<file path="src/rtl/lpcs_pkg.sv">
package lpcs_pkg;

  localparam int PANEL_WIDTH  = 240;
  localparam int PANEL_HEIGHT = 320;

  localparam int CoordW  = 9;
  localparam int ColourW = 24;
  localparam int Rgb565W = 16;
  localparam int RotW    = 2;

  localparam logic [CoordW-1:0] PanelWMax = CoordW'(PANEL_WIDTH - 1);
  localparam logic [CoordW-1:0] PanelHMax = CoordW'(PANEL_HEIGHT - 1);

  localparam logic [7:0] CmdColumn = 8'h2A;
  localparam logic [7:0] CmdRow    = 8'h2B;
  localparam logic [7:0] CmdPixel  = 8'h2C;

  typedef enum logic [RotW-1:0] {
    ROT_0   = 2'd0,
    ROT_90  = 2'd1,
    ROT_180 = 2'd2,
    ROT_270 = 2'd3
  } rot_e;

  // Position of a byte within the full thirteen-byte pixel sequence.
  typedef enum logic [3:0] {
    STEP_COL_CMD = 4'd0,
    STEP_COL_HI0 = 4'd1,
    STEP_COL_LO0 = 4'd2,
    STEP_COL_HI1 = 4'd3,
    STEP_COL_LO1 = 4'd4,
    STEP_ROW_CMD = 4'd5,
    STEP_ROW_HI0 = 4'd6,
    STEP_ROW_LO0 = 4'd7,
    STEP_ROW_HI1 = 4'd8,
    STEP_ROW_LO1 = 4'd9,
    STEP_PIX_CMD = 4'd10,
    STEP_PIX_HI  = 4'd11,
    STEP_PIX_LO  = 4'd12
  } step_e;

  typedef struct packed {
    logic                send_col;
    logic                send_row;
    logic [CoordW-1:0]   px;
    logic [CoordW-1:0]   py;
    logic [Rgb565W-1:0]  rgb;
  } lpcs_job_t;

endpackage

</file>
<file path="src/rtl/lpcs_pixel_if.sv">
interface lpcs_pixel_if;
  logic        valid;
  logic        ready;
  logic [8:0]  pos_x;
  logic [8:0]  pos_y;
  logic [23:0] colour;

  modport source (output valid, output pos_x, output pos_y, output colour, input ready);
  modport sink   (input valid, input pos_x, input pos_y, input colour, output ready);
endinterface

</file>
<file path="src/rtl/lpcs_byte_if.sv">
interface lpcs_byte_if;
  logic       valid;
  logic       ready;
  logic       dc;
  logic [7:0] data_byte;
  logic       last;

  modport source (output valid, output dc, output data_byte, output last, input ready);
  modport sink   (input valid, input dc, input data_byte, input last, output ready);
endinterface

</file>
<file path="src/rtl/lpcs_cfg_if.sv">
interface lpcs_cfg_if;
  logic       valid;
  logic       ready;
  logic [1:0] data;

  modport source (output valid, output data, input ready);
  modport sink   (input valid, input data, output ready);
endinterface

</file>
<file path="src/rtl/lcd_pixel_command_stream.sv">
// Channel   Dir  Beat contents
// pix_i     in   pos_x, pos_y, colour (one pixel)
// cfg_i     in   data: rotation
// bytes_o   out  dc, data_byte, last (one byte of the panel stream)
//
// A pixel gives 3, 8 or 13 output beats, one per cycle unless bytes_o.ready
// stalls them, from the byte sequencer's output register. A taken pixel
// passes through the job register and then that output register.
// Reset clears the rotation and both window caches; the first pixel always
// sends both windows. A stalled output holds its beat; one pixel waits in the
// job register behind the sequencer, and pix_i.ready drops once both are full.
module lcd_pixel_command_stream (
  input  logic       clk_i,
  input  logic       rst_ni,
  lpcs_pixel_if.sink pix_i,
  lpcs_cfg_if.sink   cfg_i,
  lpcs_byte_if.source bytes_o
);
  import lpcs_pkg::*;

  logic      job_valid;
  lpcs_job_t job;
  logic      job_take;

  assign cfg_i.ready = 1'b1;

  lpcs_xform u_xform (
    .clk_i       (clk_i),
    .rst_ni      (rst_ni),
    .pix_valid_i (pix_i.valid),
    .pix_ready_o (pix_i.ready),
    .pos_x_i     (pix_i.pos_x),
    .pos_y_i     (pix_i.pos_y),
    .colour_i    (pix_i.colour),
    .cfg_valid_i (cfg_i.valid),
    .cfg_data_i  (cfg_i.data),
    .job_valid_o (job_valid),
    .job_o       (job),
    .job_take_i  (job_take)
  );

  lpcs_serial u_serial (
    .clk_i       (clk_i),
    .rst_ni      (rst_ni),
    .job_valid_i (job_valid),
    .job_i       (job),
    .job_take_o  (job_take),
    .out_valid_o (bytes_o.valid),
    .out_ready_i (bytes_o.ready),
    .dc_o        (bytes_o.dc),
    .data_byte_o (bytes_o.data_byte),
    .last_o      (bytes_o.last)
  );

endmodule

</file>
<file path="src/rtl/lpcs_xform.sv">
module lpcs_xform (
  input  logic                clk_i,
  input  logic                rst_ni,
  input  logic                pix_valid_i,
  output logic                pix_ready_o,
  input  logic [8:0]          pos_x_i,
  input  logic [8:0]          pos_y_i,
  input  logic [23:0]         colour_i,
  input  logic                cfg_valid_i,
  input  logic [1:0]          cfg_data_i,
  output logic                job_valid_o,
  output lpcs_pkg::lpcs_job_t job_o,
  input  logic                job_take_i
);
  import lpcs_pkg::*;

  rot_e              rot_q;
  logic              col_valid_q;
  logic [CoordW-1:0] col_q;
  logic              row_valid_q;
  logic [CoordW-1:0] row_q;
  logic              job_valid_q, job_valid_d;
  lpcs_job_t         job_q, job_d;
  logic              accept;
  logic [CoordW-1:0] px, py;

  assign pix_ready_o = !job_valid_q || job_take_i;
  assign accept      = pix_valid_i && pix_ready_o;

  always_comb begin
    unique case (rot_q)
      ROT_90: begin
        px = pos_y_i;
        py = PanelHMax - pos_x_i;
      end
      ROT_180: begin
        px = PanelWMax - pos_x_i;
        py = PanelHMax - pos_y_i;
      end
      ROT_270: begin
        px = PanelWMax - pos_y_i;
        py = pos_x_i;
      end
      default: begin
        px = pos_x_i;
        py = pos_y_i;
      end
    endcase
  end

  // The window cache is updated as each pixel is taken, so the flags in the
  // job already reflect every earlier pixel.
  always_comb begin
    job_d.send_col = !col_valid_q || (px != col_q);
    job_d.send_row = !row_valid_q || (py != row_q);
    job_d.px       = px;
    job_d.py       = py;
    job_d.rgb      = {colour_i[23:19], colour_i[15:10], colour_i[7:3]};
    job_valid_d    = accept || (job_valid_q && !job_take_i);
  end

  always_ff @(posedge clk_i or negedge rst_ni) begin
    if (!rst_ni) begin
      rot_q       <= ROT_0;
      col_valid_q <= 1'b0;
      row_valid_q <= 1'b0;
      job_valid_q <= 1'b0;
    end else begin
      job_valid_q <= job_valid_d;
      if (cfg_valid_i) begin
        rot_q <= rot_e'(cfg_data_i);
      end
      if (accept) begin
        col_valid_q <= 1'b1;
        row_valid_q <= 1'b1;
      end
    end
  end

  always_ff @(posedge clk_i) begin
    if (accept) begin
      job_q <= job_d;
      col_q <= px;
      row_q <= py;
    end
  end

  assign job_valid_o = job_valid_q;
  assign job_o       = job_q;

endmodule

</file>
<file path="src/rtl/lpcs_serial.sv">
module lpcs_serial (
  input  logic                clk_i,
  input  logic                rst_ni,
  input  logic                job_valid_i,
  input  lpcs_pkg::lpcs_job_t job_i,
  output logic                job_take_o,
  output logic                out_valid_o,
  input  logic                out_ready_i,
  output logic                dc_o,
  output logic [7:0]          data_byte_o,
  output logic                last_o
);
  import lpcs_pkg::*;

  logic       act_q, act_d;
  lpcs_job_t  act_job_q;
  step_e      step_q, step_d;
  logic       out_valid_q, out_valid_d;
  logic       dc_q, dc_d;
  logic [7:0] byte_q, byte_d;
  logic       last_q, last_d;

  logic       load_out;
  logic       src_valid;
  lpcs_job_t  src_job;
  step_e      start_step;
  step_e      src_step;

  assign load_out  = !out_valid_q || out_ready_i;
  assign src_valid = act_q || job_valid_i;
  assign src_job   = act_q ? act_job_q : job_i;

  always_comb begin
    priority if (job_i.send_col) begin
      start_step = STEP_COL_CMD;
    end else if (job_i.send_row) begin
      start_step = STEP_ROW_CMD;
    end else begin
      start_step = STEP_PIX_CMD;
    end
  end

  assign src_step   = act_q ? step_q : start_step;
  assign job_take_o = load_out && !act_q && job_valid_i;

  always_comb begin
    dc_d   = 1'b1;
    last_d = 1'b0;
    byte_d = 8'h00;
    step_d = step_e'(src_step + 4'd1);
    unique case (src_step)
      STEP_COL_CMD: begin
        dc_d   = 1'b0;
        byte_d = CmdColumn;
      end
      STEP_COL_HI0, STEP_COL_HI1: byte_d = 8'h00;
      STEP_COL_LO0: byte_d = src_job.px[7:0];
      STEP_COL_LO1: begin
        byte_d = src_job.px[7:0];
        step_d = src_job.send_row ? STEP_ROW_CMD : STEP_PIX_CMD;
      end
      STEP_ROW_CMD: begin
        dc_d   = 1'b0;
        byte_d = CmdRow;
      end
      STEP_ROW_HI0, STEP_ROW_HI1: byte_d = {7'd0, src_job.py[8]};
      STEP_ROW_LO0, STEP_ROW_LO1: byte_d = src_job.py[7:0];
      STEP_PIX_CMD: begin
        dc_d   = 1'b0;
        byte_d = CmdPixel;
      end
      STEP_PIX_HI: byte_d = src_job.rgb[15:8];
      STEP_PIX_LO: begin
        byte_d = src_job.rgb[7:0];
        last_d = 1'b1;
        step_d = STEP_COL_CMD;
      end
      default: begin
        byte_d = 8'h00;
        step_d = STEP_COL_CMD;
      end
    endcase
  end

  always_comb begin
    act_d       = act_q;
    out_valid_d = out_valid_q;
    if (load_out) begin
      out_valid_d = src_valid;
      if (src_valid) begin
        act_d = !last_d;
      end
    end
  end

  always_ff @(posedge clk_i or negedge rst_ni) begin
    if (!rst_ni) begin
      act_q       <= 1'b0;
      out_valid_q <= 1'b0;
      step_q      <= STEP_COL_CMD;
    end else begin
      act_q       <= act_d;
      out_valid_q <= out_valid_d;
      if (load_out && src_valid) begin
        step_q <= step_d;
      end
    end
  end

  always_ff @(posedge clk_i) begin
    if (load_out && src_valid) begin
      act_job_q <= src_job;
      dc_q      <= dc_d;
      byte_q    <= byte_d;
      last_q    <= last_d;
    end
  end

  assign out_valid_o = out_valid_q;
  assign dc_o        = dc_q;
  assign data_byte_o = byte_q;
  assign last_o      = last_q;

endmodule

</file>
<file path="src/flat_wrapper.sv">
// flat-port wrapper written by rule: the top's interface ports become plain ports
module lcd_pixel_command_stream_flat import lpcs_pkg::*;
  (clk_i, rst_ni, pix_i_valid, pix_i_pos_x, pix_i_pos_y, pix_i_colour, pix_i_ready, cfg_i_valid, cfg_i_data, cfg_i_ready, bytes_o_valid, bytes_o_dc, bytes_o_data_byte, bytes_o_last, bytes_o_ready);
  lpcs_pixel_if pix_i_i ();
  lpcs_cfg_if cfg_i_i ();
  lpcs_byte_if bytes_o_i ();
  input  logic clk_i;
  input  logic rst_ni;
  input wire logic [$bits(pix_i_i.valid)-1:0] pix_i_valid;
  input wire logic [$bits(pix_i_i.pos_x)-1:0] pix_i_pos_x;
  input wire logic [$bits(pix_i_i.pos_y)-1:0] pix_i_pos_y;
  input wire logic [$bits(pix_i_i.colour)-1:0] pix_i_colour;
  output wire logic [$bits(pix_i_i.ready)-1:0] pix_i_ready;
  input wire logic [$bits(cfg_i_i.valid)-1:0] cfg_i_valid;
  input wire logic [$bits(cfg_i_i.data)-1:0] cfg_i_data;
  output wire logic [$bits(cfg_i_i.ready)-1:0] cfg_i_ready;
  output wire logic [$bits(bytes_o_i.valid)-1:0] bytes_o_valid;
  output wire logic [$bits(bytes_o_i.dc)-1:0] bytes_o_dc;
  output wire logic [$bits(bytes_o_i.data_byte)-1:0] bytes_o_data_byte;
  output wire logic [$bits(bytes_o_i.last)-1:0] bytes_o_last;
  input wire logic [$bits(bytes_o_i.ready)-1:0] bytes_o_ready;
  assign pix_i_i.valid = pix_i_valid;
  assign pix_i_i.pos_x = pix_i_pos_x;
  assign pix_i_i.pos_y = pix_i_pos_y;
  assign pix_i_i.colour = pix_i_colour;
  assign pix_i_ready = pix_i_i.ready;
  assign cfg_i_i.valid = cfg_i_valid;
  assign cfg_i_i.data = cfg_i_data;
  assign cfg_i_ready = cfg_i_i.ready;
  assign bytes_o_valid = bytes_o_i.valid;
  assign bytes_o_dc = bytes_o_i.dc;
  assign bytes_o_data_byte = bytes_o_i.data_byte;
  assign bytes_o_last = bytes_o_i.last;
  assign bytes_o_i.ready = bytes_o_ready;
  lcd_pixel_command_stream u_core (.clk_i(clk_i), .rst_ni(rst_ni), .pix_i(pix_i_i), .cfg_i(cfg_i_i), .bytes_o(bytes_o_i));
endmodule
</file>
<file path="config.mk">
export PLATFORM = sky130hd
export DESIGN_NAME = lcd_pixel_command_stream_flat
export DESIGN_NICKNAME = d
export VERILOG_FILES = /design/src/rtl/lpcs_pkg.sv /design/src/rtl/lpcs_pixel_if.sv /design/src/rtl/lpcs_byte_if.sv /design/src/rtl/lpcs_cfg_if.sv /design/src/rtl/lcd_pixel_command_stream.sv /design/src/rtl/lpcs_xform.sv /design/src/rtl/lpcs_serial.sv /design/src/flat_wrapper.sv
export SDC_FILE = /design/constraint.sdc
export NUM_CORES = 1
export LEC_CHECK = 0
export BUFFER_PORTS_ARGS = -buffer_cell sky130_fd_sc_hd__buf_2
export CELL_PAD_IN_SITES_DETAIL_PLACEMENT = 1
export CELL_PAD_IN_SITES_GLOBAL_PLACEMENT = 2
export CORE_MARGIN = 1
export CORE_UTILIZATION = 41
export CTS_BUF_LIST = sky130_fd_sc_hd__clkbuf_8
export CTS_CLUSTER_DIAMETER = 100
export CTS_CLUSTER_SIZE = 20
export DETAILED_ROUTE_END_ITERATION = 8
export PLACE_DENSITY_LB_ADDON = 0.1
export SLEW_MARGIN = 10
export SYNTH_ARGS = -nofsm -noshare
export SYNTH_HDL_FRONTEND = slang
export SYNTH_SLANG_ARGS = --single-unit
</file>
<file path="constraint.sdc">
create_clock -name clk_i -period 4.6 [get_ports clk_i]
set_clock_uncertainty 0.15 [all_clocks]
set_input_delay 1.38 -clock clk_i [delete_from_list [all_inputs] [get_ports clk_i]]
set_output_delay 1.38 -clock clk_i [all_outputs]
set_load 0.01 [all_outputs]
</file>
* Yosys cells after proc, flatten, opt, wreduce, memory -nomap -nowiden *
Index checks and enable logic that the tools add are counted.

word-level totals
  bits in registers = 91
  input bits = 49
  output and inout bits = 13
  word-level logic and storage cells = 78

cells by class
  add/sub/neg operators = 5
  equality and inequality tests = 17
  mux-type cells = 11
  bitwise gates (word level) = 1
  reductions and logical operators = 25

operator list
  cell                                                                   count
  8-bit one-hot mux with 8 select lines                                  1
  9-bit one-hot mux with 3 select lines                                  2
  35-bit 2-to-1 mux                                                      1
  4-bit equality test, second input constant                             5
  9-bit inequality test                                                  2
  8-bit by 9-bit subtractor with 9-bit output, first input constant      2
  9-bit subtractor, first input constant                                 2
  4-bit by 3-bit equality test with 1-bit output, second input constant  4
  4-bit 2-to-1 mux                                                       4
  11-bit OR reduction                                                    1
  4-bit by 2-bit equality test with 1-bit output, second input constant  2
  4-bit one-hot mux with 2 select lines                                  1
  1-bit logical NOT                                                      6
  1-bit logical OR                                                       6
  2-bit OR reduction                                                     3
  1-bit logical AND                                                      5
  4-bit by 1-bit adder with 4-bit output, second input constant          1
  2-bit equality test, second input constant                             2
  4-bit by 1-bit equality test with 1-bit output, second input constant  1
  4-bit logical NOT                                                      1
  2-bit AND reduction                                                    2
  3-bit OR reduction                                                     1
  2-bit by 1-bit equality test with 1-bit output, second input constant  1
  1-bit 2-to-1 mux                                                       2
  1-bit NOT                                                              1

* Longest topological paths before layout *
Gate-level depths: netlist of run 1.

  depth in word-level cells = 7
  depth in mapped cells = 12

* Hierarchy *
A second synthesis of run 1 with hierarchy kept.

second synthesis, totals
  cells, all modules = 340
  area, all modules = 4643.2 µm²

by module, submodules not included
  module                    instances  cells each  area an instance (µm²)  seq. area each (µm²)
  lpcs_serial               1          180         2509.9                  1471.4
  lpcs_xform                1          158         2122.0                  1181.1
  lcd_pixel_command_stream  1          2           11.3                    0.0

* Least setup slack after synthesis of run 1 *
Ideal clock, no wire load.

  path type = input to register
  from = input bytes_o_ready
  to = register u_core.u_serial.step_q[1]
  library setup time = 123 ps
  arrival time = 4164 ps
  data required time = 4327 ps
  setup slack = 163 ps
  stages = 4
  buffers on the path = 0
  cells stage by stage = nor2b_1 nor2_1 o21ai_0 o22a_1

between the ends
  cells in the longest elaborated chain, start to end = 2

ends and longest elaborated chain
  element               line                RTL
  start, declared       flat_wrapper.sv:21  input wire logic [$bits(bytes_o_i.ready)-1:0] bytes_o_ready;
  1-bit logical OR      lpcs_serial.sv:29   assign load_out = !out_valid_q || out_ready_i;
  1-bit logical AND     lpcs_serial.sv:104  if (load_out && src_valid) begin
  end signal, assigned  lpcs_serial.sv:105  step_q <= step_d;
  end, declared         lpcs_serial.sv:17   step_e step_q, step_d;

Every way passes these cells.
A chain may end at the register's enable or synchronous reset.

* Worst setup path in the final report of run 1 *
  from = input bytes_o_ready
  to = output pix_i_ready

between the ends
  cells in the longest elaborated chain, start to end = 4

ends and longest elaborated chain
  element                         line                RTL
  1-bit logical OR                lpcs_serial.sv:29
  1-bit logical AND (2 in a row)  lpcs_serial.sv:44   assign job_take_o = load_out && !act_q && job_valid_i;
  1-bit logical OR                lpcs_xform.sv:27    assign pix_ready_o = !job_valid_q || job_take_i;
  end, declared                   flat_wrapper.sv:13  output wire logic [$bits(pix_i_i.ready)-1:0] pix_i_ready;

Every way passes these cells.

==> flow_summary.toml, run 1 <==
[status]
status = "complete, no violations"

[global_route]
grt_most_used_layer = "met2"
grtUsageMet3 = 0.0407
use_met2 = 0.286
gr-total-overflow = 0
grt_usage = 0.173
grt_pass1_vias = 2842
use_met1 = 0.227
grt_first_pass_wirelength_mm = 14.7
antenna_found_initial = 0
grt_max_degree = 43

[die]
die_h_um = 107
start_util = 0.430
fp.coreArea_um2 = 10500
dieWidth_um = 107
die-area_um2 = 11400
rows = 37
io_pins = 62

[cells_and_area]
diodes = 0
drive_gt1_frac = 0.297
syn2layout_area_growth_pct = 12.3
layout.cells.non_filler = 523
final_area_um2 = 5070
layout.nets = 437
n_fill_cell = 1108

[setup_path]
reg2reg_to = "u_core.u_xform.job_o[35]"
crit_chain = "buf_2 -> nor2b_1 -> o21ai_0 -> buf_2"
critical_path.most_common_cell = "buf_2"
r2r.worst_path.cells = 9
r2r_start = "u_core.u_xform.rot_q[0]"
critPathCaptureType = "output pin"
max_stage_delay_ns = 0.22
cp_max_fo = 3
r2r_slack_ns = 1.40
cp.required_ns = 3.07
critical_path_class = "input port to output pin"
worst_setup_path_start_kind = "input port"
critical_path.slowest_cell = "nor2b_1"
cp.arrival_ns = 2.06

[drt]
first_iter_violations = 105
wl_mm = 9.30
drtAntennaViolNets = 0
post_drt_wl_per_cell_um = 17.8
dr.pass1.iters = 5
via_per_inst = 5.38
num_vias = 2815
drc = 0

[placement]
dp_cells = 507
dp_hpwl_mm = 6.83
pre_cts_ws_ns = 0.894
gp_congestion = 0.779
place_area_um2 = 4900
port_buffers = 52

[sta]
final-setup-viol-count = 0
maxSlewHeadroom = 0.393
worst_slew_pin_slew_ns = 0.910
grt_setup_unrepaired = "false"
setup_slack_ns = 1.01
timing.hold.ws_ns = 0.357
period_share = 0.781
fin_crit_ns = 3.59
max_freq_ghz = 0.278
hold_viol_final = 0
finalSetupTns_ns = 0
maxSlewViolCount = 0

[power_and_ir_drop]
p_sw_frac = 0.333
irDropWorstVdd_mv = 0.260
power_density_nw_per_um2 = 514
p_seq_frac = 0.461
power_switching_mw = 0.867
internal-power_mw = 1.74
p_leak_nw = 1.91
clkPwrFrac = 0.182
p_comb_frac = 0.357

[synth]
synthTopCellsByArea = "edfxtp_1, mux2_2, dfrtp_1"
syn_area_per_cell_um2 = 13.7
async_reset_ff_frac = 0.111
synth.most_common_cell = "edfxtp_1"
synthSimpleGateAreaFrac = 0.0723
seq_area_frac_synth = 0.588
synth_compound_area_frac = 0.0820
ys_ff_latch = 90
yosysUniqueCellTypes = 50
synth_area_um2 = 4510
synth_flop_cell = "edfxtp_1"
yosysWarnings = 0
synthCells = 329
synthAdderAreaFrac = 0.0166
synth_edf_count = 80
synth_nets = 384
synth.top_cell.area_share = 0.532
synth-xor-area-share = 0.0812
synth_mux_area_frac = 0.135
yosysTopAreaCell = "edfxtp_1"
synth_common_cells = "edfxtp_1, mux2_2, nand2_1, xnor2_1, mux2i_1"
synth_top_family_by_area = "multiplexers"

[clocking]
htreeDepth = 3
cts_resized = 0
cts_hold_repair.buffers = 0
numClockSinks = 90
cts_buffer_depth = 2
cts_root_buffer = "clkbuf_8"
path_clk_slew_ns = 0.08
post_cts_buffers = 0
clk_latency_ns = 0.36
cts_buffers = 9
cts_tree = "built"

[hold_path]
min-delay-start = "u_core.u_xform.row_valid_q"
min_path_type = "flop to flop"
min_path_cells = 1
hold_path_end = "u_core.u_xform.row_valid_q"

[run]
maxCapViolCount = 0
==> layout make-up <==
type | count | area, um2 | area share
Sequential cell | 90 | 2650 | 0.523
Clock buffer | 9 | 124 | 0.0244
Clock inverter | 7 | 45.0 | 0.00889
Tap cell | 136 | 170 | 0.0336
Inverter | 5 | 18.8 | 0.00370
Timing Repair Buffer | 57 | 298 | 0.0588
Multi-Input combinational cell | 219 | 1760 | 0.347
==> routing by layer <==
layer | vias up | part of all wire
li1 | 1351 | -
met2 | 48 | 0.49
met3 | 6 | 0.031
met5 | - | 0
met4 | 0 | 0.010
met1 | 1410 | 0.46
==> power by group through the flow <==
stage | clock network, mW | logic [mW] | registers [mW]
final | 0.473 | 0.931 | 1.20
after global routing | 0.522 | 1.03 | 1.22
after CTS | 0.493 | 0.945 | 1.20
after detailed placement | 0 | 0.939 | 1.22
after global placement | 0 | 0.919 | 1.22
after floorplan | 0 | 0.685 | 1.21
==> layout by cell type (no fill, tap or decap), drive strengths merged, types with 6 or more instances in the layout <==
master / synthesis / routed
edfxtp: 80 / 80
clkbuf: 2 / 9
xor2: 10 / 10
xnor2: 24 / 24
ha: 6 / 6
mux2: 39 / 39
dfrtp: 10 / 10
nand3: 10 / 10
o21ai: 15 / 15
buf: 13 / 57
a21oi: 11 / 11
nor2: 6 / 6
inv: 5 / 6
nand2: 26 / 26
mux2i: 17 / 17
==> metrics by stage <==
| stage | power, mW | utilization |
|---|---|---|
| after floorplan | 1.89 | - |
| after global placement | 2.14 | 0.466 |
| after detailed placement | 2.16 | 0.466 |
| after CTS | 2.64 | 0.482 |
| after global routing | 2.77 | 0.482 |
| final | 2.61 | 0.482 |
==> critical path: cells and delay by family <==
kind | cells | cell delay (ns)
compound gates | 1 | 0.17
buf+inv | 2 | 0.30
simple gates | 1 | 0.22
==> worst max-delay path by stage <==
stage	slack, ns	depth (start not counted)	start	end
2_1_floorplan	0.16	4	bytes_o_ready	u_core.u_serial.step_q[1]
3_3_place_gp	0.97	8	pix_i_pos_x[6]	u_core.u_xform.job_o[34]
3_5_place_dp	0.89	8	pix_i_pos_x[6]	u_core.u_xform.job_o[34]
4_1_cts	0.98	4	bytes_o_ready	pix_i_ready
5_1_grt	0.94	4	bytes_o_ready	pix_i_ready
6_report	1.01	4	bytes_o_ready	pix_i_ready
==> sequential cells by signal, indices dropped and copies added (netlist names) <==
| register | flops |
|---|---|
| u_core.u_xform.job_valid_o | 1 |
| u_core.u_serial.act_q | 1 |
| u_core.u_serial.dc_o | 1 |
| u_core.u_xform.row_q | 9 |
| u_core.u_xform.rot_q | 2 |
| u_core.u_xform.job_o | 27 |
| u_core.u_serial.step_q | 4 |
| u_core.u_serial.data_byte_o | 8 |
| u_core.u_serial.last_o | 1 |
| u_core.u_serial.act_job_q | 34 |
| u_core.u_xform.row_valid_q | 1 |
| u_core.u_serial.out_valid_o | 1 |
==> logic make-up after synthesis <==
family          Yosys count
fa+ha+maj                 6
mux                      56
xor+xnor                 37
flops                    90
simple gates             66
buf+inv                  20
compound gates           53
other cells               1
Power figures use the tool's default switching activity.
==> run 2: changes to the inputs <==
==> constraint.sdc (replaced) <==
create_clock -name clk_i -period 3.7 [get_ports clk_i]
set_clock_uncertainty 0.15 [all_clocks]
set_input_delay 1.11 -clock clk_i [delete_from_list [all_inputs] [get_ports clk_i]]
set_output_delay 1.11 -clock clk_i [all_outputs]
set_load 0.01 [all_outputs]
==> flow_summary.toml, run 2 (synthesis gave the netlist of run 1 again) <==
[status]
status = "complete, no violations"

[drt]
num_vias = 2814
drc = 0
via_per_inst = 5.38
wl_mm = 9.38
post_drt_wl_per_cell_um = 17.9
dr.pass1.iters = 5
drtAntennaViolNets = 0
first_iter_violations = 100

[global_route]
grt_first_pass_wirelength_mm = 15.3
antenna_found_initial = 0
grt_usage = 0.178
gr-total-overflow = 0
grt_max_degree = 35
grt_pass1_vias = 2959

[power_and_ir_drop]
clkPwrFrac = 0.189
power_density_nw_per_um2 = 644
p_leak_nw = 1.92
p_seq_frac = 0.448
p_comb_frac = 0.363
power_switching_mw = 1.11
p_sw_frac = 0.337
irDropWorstVdd_mv = 0.270
internal-power_mw = 2.18

[setup_path]
cp_max_fo = 3
r2r_start = "u_core.u_xform.job_o[34]"
cp.required_ns = 2.44
critical_path_class = "input port to output pin"
r2r_slack_ns = 0.88
worst_setup_path_start_kind = "input port"
r2r.worst_path.cells = 7
cp.arrival_ns = 1.77
critPathCaptureType = "output pin"
reg2reg_to = "u_core.u_serial.data_byte_o[1]"

[die]
dieWidth_um = 107
start_util = 0.430
die_h_um = 107
fp.coreArea_um2 = 10500
die-area_um2 = 11400
io_pins = 62
rows = 37

[clocking]
cts_buffers = 9
post_cts_buffers = 0
path_clk_slew_ns = 0.09
cts_buffer_depth = 2
numClockSinks = 90
cts_resized = 0
cts_hold_repair.buffers = 0
cts_tree = "built"
htreeDepth = 3
clk_latency_ns = 0.36
cts_root_buffer = "clkbuf_8"

[cells_and_area]
utilization = 0.486
layout.nets = 438
drive_gt1_frac = 0.305
n_fill_cell = 1098
largest-register = "u_core.u_serial.act_job_q"
final_common_cell = "edfxtp_1"
syn2layout_area_growth_pct = 13.1
layout_common_cells = "edfxtp_1, buf_2, mux2_2"
largest_reg_flops = 34
diodes = 0

[hold_path]
min_path_cells = 1
min_path_type = "flop to flop"
hold_path_end = "u_core.u_xform.row_valid_q"
min-delay-start = "u_core.u_xform.row_valid_q"

[sta]
finalSetupTns_ns = 0
final-setup-viol-count = 0
maxSlewHeadroom = 0.337
period_share = 0.819
grt_setup_unrepaired = "false"
max_freq_ghz = 0.330
timing.hold.ws_ns = 0.393
setup_slack_ns = 0.669
hold_viol_final = 0
maxSlewViolCount = 0
fin_crit_ns = 3.03
worst_slew_pin_slew_ns = 0.994

[placement]
port_buffers = 52
pre_cts_ws_ns = 0.294
gp_congestion = 0.750
dp_hpwl_mm = 6.90

[run]
maxCapViolCount = 0
## run 2: changes by cell type in the layout (fill, tap and decap cells not counted), sizes merged
cell	change
buf	+1
clkinvlp	+2
clkinv	-5
inv	+2
## run 2: worst max-delay path: stages
cell     delay (ns)
buf_2          0.10
nor2b_1        0.22
o21ai_0        0.16
buf_2          0.18
## run 2: metal layers
metal  wire, um  up-vias  part of all wire  GRT usage
met3        286        4             0.031     0.0340
met2       4510       55              0.48      0.288
met4         69        0            0.0074     0.0548
li1           -     1337                 -          -
met1       4510     1418              0.48      0.244
met5          0        -                 0          0
## run 2: how the worst max path moves through the flow
stage / from / to / slack (ns) / depth (start not counted)
finish: bytes_o_ready / pix_i_ready / 0.67 / 4
global route: bytes_o_ready / pix_i_ready / 0.59 / 4
CTS: bytes_o_ready / pix_i_ready / 0.66 / 4
detailed placement: pix_i_pos_x[6] / u_core.u_xform.job_o[34] / 0.29 / 8
global placement: pix_i_pos_x[6] / u_core.u_xform.job_o[34] / 0.36 / 8
floorplan: bytes_o_ready / u_core.u_serial.step_q[1] / 0.45 / 4
## run 2: final cells by class
type	instances	area (um2)	share of cell area
sequential	90	2650	0.519
multi-input combinational	219	1760	0.345
timing repair buffer	58	330	0.0647
tap	136	170	0.0333
clock buffer	9	124	0.0243
clock inverter	6	51.3	0.0100
inverter	5	18.8	0.00368
## run 2: power by group through the flow
| stage | clock network (mW) | logic, mW | registers (mW) |
|---|---|---|---|
| 2_1_floorplan | 0 | 0.851 | 1.50 |
| 3_3_place_gp | 0 | 1.17 | 1.49 |
| 3_5_place_dp | 0 | 1.20 | 1.50 |
| 4_1_cts | 0.639 | 1.21 | 1.48 |
| 5_1_grt | 0.677 | 1.31 | 1.50 |
| 6_report | 0.621 | 1.19 | 1.48 |
## run 2: stage by stage
stage                     power, mW  cells  instance area (um2)
after global routing           3.49    523                 5110
after global placement         2.67    508                 4930
after detailed placement       2.70    508                 4930
final                          3.29    523                 5110
after floorplan                2.35    329                 4520
after CTS                      3.32    523                 5110
